`src/rtl/core/rrf_pkg.sv`:
```
package rrf_pkg;

	localparam int DEPTH_DEF = 256;

	typedef enum logic [1:0] {
		OP_PUSH  = 2'd0,
		OP_POP   = 2'd1,
		OP_CLEAR = 2'd2
	} op_t;

	typedef enum logic [1:0] {
		S_IDLE,
		S_EXEC,
		S_DONE
	} state_t;

	typedef struct packed {
		logic load;
		logic exec;
	} ctrl_cmd_t;

endpackage

```
`src/rtl/core/rrf_ctrl.sv`:
```
module rrf_ctrl (
	input  logic               clk,
	input  logic               arst_n,
	input  logic               start,
	output logic               busy,
	output logic               done,
	output rrf_pkg::ctrl_cmd_t cmd
);
	import rrf_pkg::*;

	state_t state_q;
	state_t state_d;

	always_ff @(posedge clk or negedge arst_n) begin
		if (!arst_n) begin
			state_q <= S_IDLE;
		end else begin
			state_q <= state_d;
		end
	end

	always_comb begin
		state_d = state_q;
		unique case (state_q)
			S_IDLE: begin
				if (start) state_d = S_EXEC;
			end
			S_EXEC: begin
				state_d = S_DONE;
			end
			S_DONE: begin
				state_d = start ? S_EXEC : S_IDLE;
			end
			default: begin
				state_d = S_IDLE;
			end
		endcase
	end

	always_comb begin
		busy     = (state_q == S_EXEC);
		done     = (state_q == S_DONE);
		cmd.load = start && (state_q != S_EXEC);
		cmd.exec = (state_q == S_EXEC);
	end

endmodule

```
`src/rtl/core/rrf_datapath.sv`:
```
module rrf_datapath #(
	parameter int DEPTH = rrf_pkg::DEPTH_DEF
) (
	input  logic               clk,
	input  logic               arst_n,
	input  rrf_pkg::ctrl_cmd_t cmd,
	input  logic [1:0]         opcode,
	input  logic [7:0]         push_byte,
	output logic [7:0]         pop_byte,
	output logic               pop_valid,
	output logic [7:0]         fill_level,
	output logic               overwrote
);
	import rrf_pkg::*;

	localparam int AW = $clog2(DEPTH);
	localparam int CW = (AW + 1 > 8) ? AW + 1 : 8;

	logic [7:0]    store_q [DEPTH];
	logic [1:0]    op_q;
	logic [7:0]    byte_q;
	logic [AW-1:0] wr_q;
	logic [AW-1:0] rd_q;
	logic [AW-1:0] wr_d;
	logic [AW-1:0] rd_d;
	logic [AW-1:0] wr_inc;
	logic [AW-1:0] rd_inc;
	logic          do_write;
	logic          do_read;
	logic          lost_d;
	logic          empty;
	logic [CW-1:0] fill_c;
	logic [7:0]    fill_d;
	logic [7:0]    rdata_q;
	logic          valid_q;

	always_ff @(posedge clk) begin
		if (cmd.load) begin
			op_q   <= opcode;
			byte_q <= push_byte;
		end
	end

	always_comb begin
		wr_inc = (wr_q == AW'(DEPTH - 1)) ? '0 : wr_q + 1'b1;
		rd_inc = (rd_q == AW'(DEPTH - 1)) ? '0 : rd_q + 1'b1;
		empty  = (wr_q == rd_q);
	end

	always_comb begin
		wr_d     = wr_q;
		rd_d     = rd_q;
		do_write = 1'b0;
		do_read  = 1'b0;
		lost_d   = 1'b0;
		case (op_t'(op_q))
			OP_PUSH: begin
				do_write = 1'b1;
				wr_d     = wr_inc;
				if (wr_inc == rd_q) begin
					rd_d   = rd_inc;
					lost_d = 1'b1;
				end
			end
			OP_POP: begin
				if (!empty) begin
					do_read = 1'b1;
					rd_d    = rd_inc;
				end
			end
			OP_CLEAR: begin
				wr_d = '0;
				rd_d = '0;
			end
			default: begin
			end
		endcase
	end

	always_comb begin
		if (wr_d >= rd_d) begin
			fill_c = CW'(wr_d) - CW'(rd_d);
		end else begin
			fill_c = CW'(wr_d) + CW'(DEPTH) - CW'(rd_d);
		end
		fill_d = (fill_c > CW'(255)) ? 8'hFF : fill_c[7:0];
	end

	always_ff @(posedge clk or negedge arst_n) begin
		if (!arst_n) begin
			wr_q <= '0;
			rd_q <= '0;
		end else if (cmd.exec) begin
			wr_q <= wr_d;
			rd_q <= rd_d;
		end
	end

	always_ff @(posedge clk) begin
		if (cmd.exec && do_write) begin
			store_q[wr_q] <= byte_q;
		end
	end

	always_ff @(posedge clk) begin
		if (cmd.exec && do_read) begin
			rdata_q <= store_q[rd_q];
		end
	end

	always_ff @(posedge clk) begin
		if (cmd.exec) begin
			valid_q    <= do_read;
			overwrote  <= lost_d;
			fill_level <= fill_d;
		end
	end

	assign pop_valid = valid_q;
	assign pop_byte  = valid_q ? rdata_q : 8'h00;

endmodule

```
`src/rtl/core/receive_ring_fifo_overwrite.sv`:
```
// An accepted item is latched with its opcode, executed in S_EXEC and strobed on done in S_DONE.
// Start is not taken while busy (S_EXEC); it is taken again in the done cycle.
// The byte store has a registered read and sees at most one access per item.
// The receiver cannot stall: done is high in the done cycle only; results hold until the next item executes.
// Reset (arst_n low) empties the ring; store contents are left undefined.
module receive_ring_fifo_overwrite #(
	parameter int DEPTH = rrf_pkg::DEPTH_DEF
) (
	input  logic       clk,
	input  logic       arst_n,
	input  logic       start,
	output logic       busy,
	input  logic [1:0] opcode,
	input  logic [7:0] push_byte,
	output logic       done,
	output logic [7:0] pop_byte,
	output logic       pop_valid,
	output logic [7:0] fill_level,
	output logic       overwrote
);
	import rrf_pkg::*;

	ctrl_cmd_t cmd;

	rrf_ctrl u_ctrl (
		.clk    (clk),
		.arst_n (arst_n),
		.start  (start),
		.busy   (busy),
		.done   (done),
		.cmd    (cmd)
	);

	rrf_datapath #(
		.DEPTH (DEPTH)
	) u_datapath (
		.clk        (clk),
		.arst_n     (arst_n),
		.cmd        (cmd),
		.opcode     (opcode),
		.push_byte  (push_byte),
		.pop_byte   (pop_byte),
		.pop_valid  (pop_valid),
		.fill_level (fill_level),
		.overwrote  (overwrote)
	);

endmodule

```
`config.mk`:
```
export PLATFORM = sky130hd
export DESIGN_NAME = receive_ring_fifo_overwrite
export DESIGN_NICKNAME = d
export VERILOG_FILES = /design/src/rtl/core/rrf_pkg.sv /design/src/rtl/core/rrf_ctrl.sv /design/src/rtl/core/rrf_datapath.sv /design/src/rtl/core/receive_ring_fifo_overwrite.sv
export SDC_FILE = /design/constraint.sdc
export NUM_CORES = 2
export LEC_CHECK = 0
export ABC_AREA = 1
export BUFFER_PORTS_ARGS = -buffer_cell sky130_fd_sc_hd__buf_2
export CORE_UTILIZATION = 60
export DETAILED_ROUTE_END_ITERATION = 8
export PLACE_DENSITY = 0.78
export SYNTH_ARGS = -nofsm -noshare
export SYNTH_HDL_FRONTEND = slang
export SYNTH_SLANG_ARGS = --single-unit
```
`constraint.sdc`:
```
create_clock -name clk -period 12.4 [get_ports clk]
set_clock_uncertainty 0.05 [all_clocks]
set_input_delay 0.62 -clock clk [delete_from_list [all_inputs] [get_ports clk]]
set_output_delay 0.62 -clock clk [all_outputs]
set_load 0.1 [all_outputs]
```
# Word-level counts from Yosys, hierarchy flattened

Memory sizes are Yosys's and may differ from the RTL's. A register that Yosys moved wholly into a read port is not among the register bits.
Cells that the tools add are included.
W data, S select, Z words.

Bits in registers: 38
Latch bits: 0
Memory bits (writable): 2048
Bits in read-only memories: 0
Bits of input ports: 13
Output and inout port bits: 20
Word-level logic and storage cells: 48
Memories: 1

Memory list:

| memory             | words | width | read ports | clocked after Yosys merged registers in | write ports | RTL line           | text |
|---|---|---|---|---|---|---|---|
| u_datapath.store_q | 256   | 8     | 1          | 1                                       | 1           | rrf_datapath.sv:19 | `logic [7:0] store_q [DEPTH];` |

Add/subtract/negate cells: 5
$mul: 0
Divide/modulo/power cells: 0
Magnitude comparators: 2
Eq/ne operators: 10
Shifts and indexed selects: 0
Mux-type cells: 17
Bitwise operators: 0
Reductions and logical operators: 5

Operators with widths:

| operator              | number |
|---|---|
| $mux W8               | 5 |
| $pmux W8 S3           | 1 |
| $add A8 B1 Y8 const B | 2 |
| $eq A8 B8 Y1          | 2 |
| $eq A8 B8 Y1 const B  | 2 |
| $pmux W8 S2           | 1 |
| $add A8 B9 Y9 const B | 1 |
| $gt A9 B8 Y1 const B  | 1 |
| $mux W9               | 1 |
| $sub A8 B8 Y9         | 1 |
| $sub A9 B8 Y9         | 1 |
| $ge A8 B8 Y1          | 1 |
| $mux W1               | 7 |
| $pmux W2 S3           | 1 |
| $eq A2 B1 Y1 const B  | 2 |
| $eq A2 B2 Y1 const B  | 2 |
| $logic_not A2 Y1      | 2 |
| $logic_and A1 B1 Y1   | 3 |
| $mux W2               | 1 |
| $ne A2 B1 Y1 const B  | 1 |
| $ne A2 B2 Y1 const B  | 1 |

# Logic depth before layout (Yosys ltp)

Depth after elaboration: 8
Depth in mapped cells: 23
Gate-level depth less buffers: 23

# Hierarchy

Synthesis repeated with hierarchy kept, for this count alone.

Cell total of the unflattened synthesis: 5744
Area, all modules: 81672.1 sq um

By module, submodules not included:

| module       | times used | cells an instance | area each (sq um) | seq. area each (sq um) |
|---|---|---|---|---|
| rrf_datapath | 1          | 5730              | 81572.0           | 62740.2 |
| rrf_ctrl     | 1          | 14                | 100.1             | 50.0 |

# Worst setup path after synthesis

OpenSTA, ideal clock, no wires.

Kind: register to register
Start point: register u_datapath.byte_q[0]
End point: memory u_datapath.store_q[0][0] (data pin)
Library setup time: 0.817 ns
Arrival: 3.228 ns
Setup slack: 8.304 ns
Cell stages (with the launch flop): 1
Cells stage by stage: edfxtp_1

RTL lines:

| element                | RTL line           | text |
|---|---|---|
| from (decl)            | rrf_datapath.sv:21 | `logic [7:0] byte_q;` |
| from (signal assigned) | rrf_datapath.sv:40 | `byte_q <= push_byte;` |
| to (decl)              | rrf_datapath.sv:19 |  |

No word-level cell before the write port.

# Worst setup path in the final report

Start point: register u_datapath.rd_q[0]
End point: register u_datapath.fill_level[2] (data pin)

Longest elaborated chain between the ends: 7
Elaborated cells on any way between the ends: 13
Those cells by class: add/sub: 3; order compare: 2; eq/ne: 3; mux: 5

Ends and longest elaborated chain:

| element                                       | RTL line                               | text |
|---|---|---|
| from (decl)                                   | rrf_datapath.sv:23                     | `logic [AW-1:0] rd_q;` |
| from (signal assigned)                        | rrf_datapath.sv:95                     | `rd_q <= rd_d;` |
| $add A8 B1 Y8 or $eq A8 B8 Y1 (tied branches) | rrf_datapath.sv:46                     | `rd_inc = (rd_q == AW'(DEPTH - 1)) ? '0 : rd_q + 1'b1;` |
| $mux W8                                       | rrf_datapath.sv:46                     |  |
| $mux W8 (on tied branches)                    | rrf_datapath.sv:66, rrf_datapath.sv:60 |  |
| $pmux W8 S3 *                                 | rrf_datapath.sv:56                     | `case (op_t'(op_q))` |
| $sub A9 B8 Y9, or another cell as far along   | rrf_datapath.sv:84                     | `fill_c = CW'(wr_d) + CW'(DEPTH) - CW'(rd_d);` |
| $mux W9 *                                     | rrf_datapath.sv:81                     | `if (wr_d >= rd_d) begin` |
| $gt A9 B8 Y1                                  | rrf_datapath.sv:86                     | `fill_d = (fill_c > CW'(255)) ? 8'hFF : fill_c[7:0];` |
| to (signal assigned)                          | rrf_datapath.sv:115                    | `fill_level <= fill_d;` |
| to (decl)                                     | rrf_datapath.sv:11                     | `output logic [7:0] fill_level,` |

Mark *: on every way between the ends. The rest lies on a longest branch, timed or not.
A chain may end at the register's enable or synchronous reset.

==> results.py <==
metrics = {
    "pwr": {
        "p_comb_frac": 0.301,
        "pwr-share-clk": 0.293,
        "p_sw_mw": 7.37,
        "seq_power_share": 0.406,
        "power.density_nw_per_um2": 219,
        "swShare": 0.361,
        "totalPowerFinal_mw": 20.4,
        "p_int_mw": 13.1,
        "peakVddDrop_uv": 209,
        "p_leak_nw": 31.5,
    },
    "run": {
        "maxCapViolCount": 0,
    },
    "floorplanning": {
        "io_pins": 33,
        "dieArea_um2": 144000,
        "core-area_um2": 142000,
        "die_w_um": 380,
        "die_h_um": 380,
        "row_count": 138,
        "initial_core_util": 0.605,
    },
    "worst_setup_path": {
        "path_common_cell": "nand2_1",
        "critPathMaxFanout": 192,
        "cp.required_ns": 12.91,
        "r2r_slack_ns": 6.28,
        "worst_setup_path_start_kind": "flip-flop",
        "cpLargestDelayFamily": "buffers and inverters",
        "crit_arrival_ns": 6.63,
        "cp-end-kind": "flip-flop",
        "critPathSlowestCell": "dfrtp_4",
        "crit_chain": "buf_12 > buf_4 > ha_1 > nand3_1 > nor2_1 > nand4_1 > nand3_1 > nand2_1 > o21ai_1 > o22ai_1 > inv_1 > nand2_1 > inv_1 > ha_1 > a21oi_1 > o21bai_1 > a221oi_1 > xor2_1 > nand2_1",
        "setup.worst_path.class": "flip-flop to flip-flop",
        "cp_num_buf_inv": 4,
        "max_stage_delay_ns": 1.00,
    },
    "cts": {
        "clk_latency_ns": 0.83,
        "htree_levels": 4,
        "path_clk_slew_ns": 0.06,
        "cts_buffers": 197,
        "cts_tree": "done",
        "cts_resized": 0,
        "clock_path_buffers": 3,
        "cts.sink_count": 2094,
        "cts-root-buf": "clkbuf_16",
    },
    "timing": {
        "tns_ns": 0,
        "fmax_ghz": 0.163,
        "whs_ns": 0.305,
        "rsz0062_at_grt": "no",
        "maxSlewHeadroom": 0.149,
        "final_max_slew_viol_count": 0,
        "post-route-min-period_ns": 6.12,
        "setup_viol": 0,
        "hold_violations": 0,
        "worst_pin_slew_ns": 1.27,
        "fin_crit_sh": 0.494,
    },
    "drt": {
        "drc": 0,
        "num_vias": 56900,
        "viasPerCell": 6.34,
        "wire_per_inst_um": 25.0,
        "drt-initial-drc-count": 8850,
        "wl_um": 225000,
        "dr.pass1.iters": 6,
        "ant_nets": 0,
    },
    "synth": {
        "avgSynthCellArea_um2": 12.1,
        "ys_seq_elements": 2094,
        "synthesis.nets": 7097,
        "yosys_warnings": 0,
        "syn-cell-area_um2": 85700,
        "synth_enable_flop_cells": 2076,
        "async_flop_share": 0.00860,
        "syn-instance-count": 7070,
        "synthTopCellsByArea": "edfxtp_1, nand2_1, nor2_1",
        "synth_cell_types": 42,
        "synth_top_area_frac": 0.727,
        "synthFlopType": "edfxtp_1",
        "seq_area_frac_synth": 0.732,
        "synth_top_area_cell": "edfxtp_1",
    },
    "global_routing": {
        "grt_max_degree": 214,
        "grt_first_pass_wirelength_um": 333000,
        "overflow": 0,
        "grt_antenna_before_repair": 2,
        "grt_pass1_vias": 54300,
        "grt_usage": 0.306,
    },
    "layout": {
        "layout.nets": 6946,
        "instances_no_fill": 8978,
        "layout-drive-gt1-share": 0.0604,
        "syn2layout_area_growth_pct": 8.73,
        "fillerInstances": 9690,
        "final_area_um2": 93200,
    },
    "place": {
        "place_congestion": 0.886,
        "place_area_um2": 86700,
        "dp.cells": 8598,
        "dpl.hpwl_um": 120000,
        "io_buffers": 32,
    },
    "outcome": {
        "run_status": "complete, no violations",
    },
    "worst_hold_path": {
        "hp-class": "input port to asynchronous set/reset pin",
    },
}
[worst reg2reg max path, delay by kind of cell (launching register included)]
family	cells	cell delay, ns
buffers and inverters	4	1.81
and+or+nand+nor	7	1.01
DFF	1	1.00
AOI/OAI and AO/OA	5	0.79
adders and majority gates	2	0.70
xor gates and xnor gates	1	0.50
[state kept, by name, indices dropped and copies added (netlist names)]
signal / count
u_datapath.pop_valid: 1
u_datapath.wr_q: 8
u_datapath.byte_q: 8
u_datapath.op_q: 2
u_datapath.rdata_q: 8
u_ctrl.state_q: 2
u_datapath.fill_level: 8
u_datapath.store_q: 2048
u_datapath.overwrote: 1
u_datapath.rd_q: 8
[what timing repair did]
| action | 4_1_cts | 5_1_grt |
|---|---|---|
| setup buffers | 0 | 0 |
| hold buffers | 12 | 0 |
| endpoints found under the hold margin | 29 | 0 |
[power by group through the flow]
stage               sequential [mW]  combinational [mW]  clock (mW)
floorplan                      8.64                3.86           0
global placement               8.43                5.82           0
detailed placement             8.43                5.93           0
CTS                            8.28                6.00        6.00
global route                   8.29                6.59        6.27
finish                         8.29                6.15        5.99
[synth_stat cells (2+ instances only)]
cell and number:
nand3_2 3, o211ai_1 3, dfrtp_1 18, o21ai_2 3, xor2_1 6, inv_1 91
clkinv_1 2, a21oi_1 281, mux2i_1 6, nor2_1 1043, buf_6 31, ha_1 13
nand3_1 303, a21boi_1 67, edfxtp_1 2076, nand4_1 24, o21ai_1 113, buf_8 2
a21boi_0 137, nand2_2 6, o21ai_0 683, nand2_1 1411, clkbuf_1 232, xnor2_1 4
buf_2 123, buf_1 28, o22ai_1 277, nand2_4 2, inv_2 2, buf_4 52
nor3_1 11, nor2_4 7
[kinds of logic (layout without fill, tap and decap cells)]
family | after synthesis | in the layout | synth area share
buf+inv | 566 | 582 | 0.0321
compound gates | 1567 | 1567 | 0.102
fa+ha+maj | 14 | 14 | 0.00213
simple gates | 2813 | 2813 | 0.130
flops | 2094 | 2094 | 0.732
xor+xnor | 10 | 10 | 0.00102
other cells | 0 | 2 | 0
mux | 6 | 6 | 0.000701
[path summary, 6_finish.rpt]
kind                                    start                       end  cells after the start
setup / recovery           u_datapath.rd_q[0]  u_datapath.fill_level[2]                     19
hold / removal                         arst_n         u_ctrl.state_q[0]                      2
setup reg to reg           u_datapath.rd_q[0]  u_datapath.fill_level[2]                     19
hold reg to reg             u_ctrl.state_q[1]         u_ctrl.state_q[1]                      1
max in group asynchronous              arst_n        u_datapath.rd_q[3]                      2
min in group clk                 push_byte[2]      u_datapath.byte_q[2]                      2
[metal layers]
| metal | vias to the layer above | track usage | part of all wire | routed length, um |
|---|---|---|---|---|
| met2 | 3779 | 0.474 | 0.47 | 105000 |
| met5 | - | 0 | 0 | 0 |
| met1 | 27600 | 0.419 | 0.37 | 83300 |
| met3 | 580 | 0.0654 | 0.12 | 26500 |
| li1 | 25000 | - | - | - |
| met4 | 0 | 0.142 | 0.045 | 10100 |
[placed cells by master, fill, tap and decap left out, types with 5 or more instances in the layout]
| cell | instances |
|---|---|
| nand2_1 | 1410 |
| nor3_1 | 7 |
| a21oi_1 | 281 |
| dfrtp_1 | 12 |
| nand3_1 | 302 |
| clkinvlp_4 | 5 |
| nor2_1 | 1042 |
| bufinv_16 | 20 |
| dlygate4sd3_1 | 12 |
| buf_12 | 12 |
| buf_4 | 64 |
| a21boi_0 | 137 |
| clkinv_1 | 45 |
| nand2_2 | 5 |
| mux2i_1 | 6 |
| buf_2 | 32 |
| a21boi_1 | 67 |
| clkinv_2 | 40 |
| o21ai_1 | 113 |
| ha_1 | 13 |
| inv_1 | 89 |
| edfxtp_1 | 2076 |
| o21ai_0 | 683 |
| clkbuf_1 | 44 |
| nor2_4 | 8 |
| nand4_1 | 24 |
| o22ai_1 | 277 |
| clkbuf_16 | 203 |
| xor2_1 | 6 |
[through the flow]
step	setup slack, ns	util
after CTS	6.36	0.658
after detailed placement	6.41	0.612
after floorplan	8.30	-
after global placement	6.36	0.612
after global routing	5.76	0.658
final	6.28	0.658
[layout make-up]
type | instances | area [um^2] | share of cell area
sequential | 2094 | 62800 | 0.674
antenna | 2 | 5.00 | 0.0000537
multi-input combinational | 4410 | 20200 | 0.217
clock inverter | 117 | 1130 | 0.0121
clock buffer | 249 | 5270 | 0.0566
timing repair buffer | 120 | 1000 | 0.0107
tap | 1890 | 2360 | 0.0254
inverter | 96 | 395 | 0.00424
(Power assumes the default switching activity.)
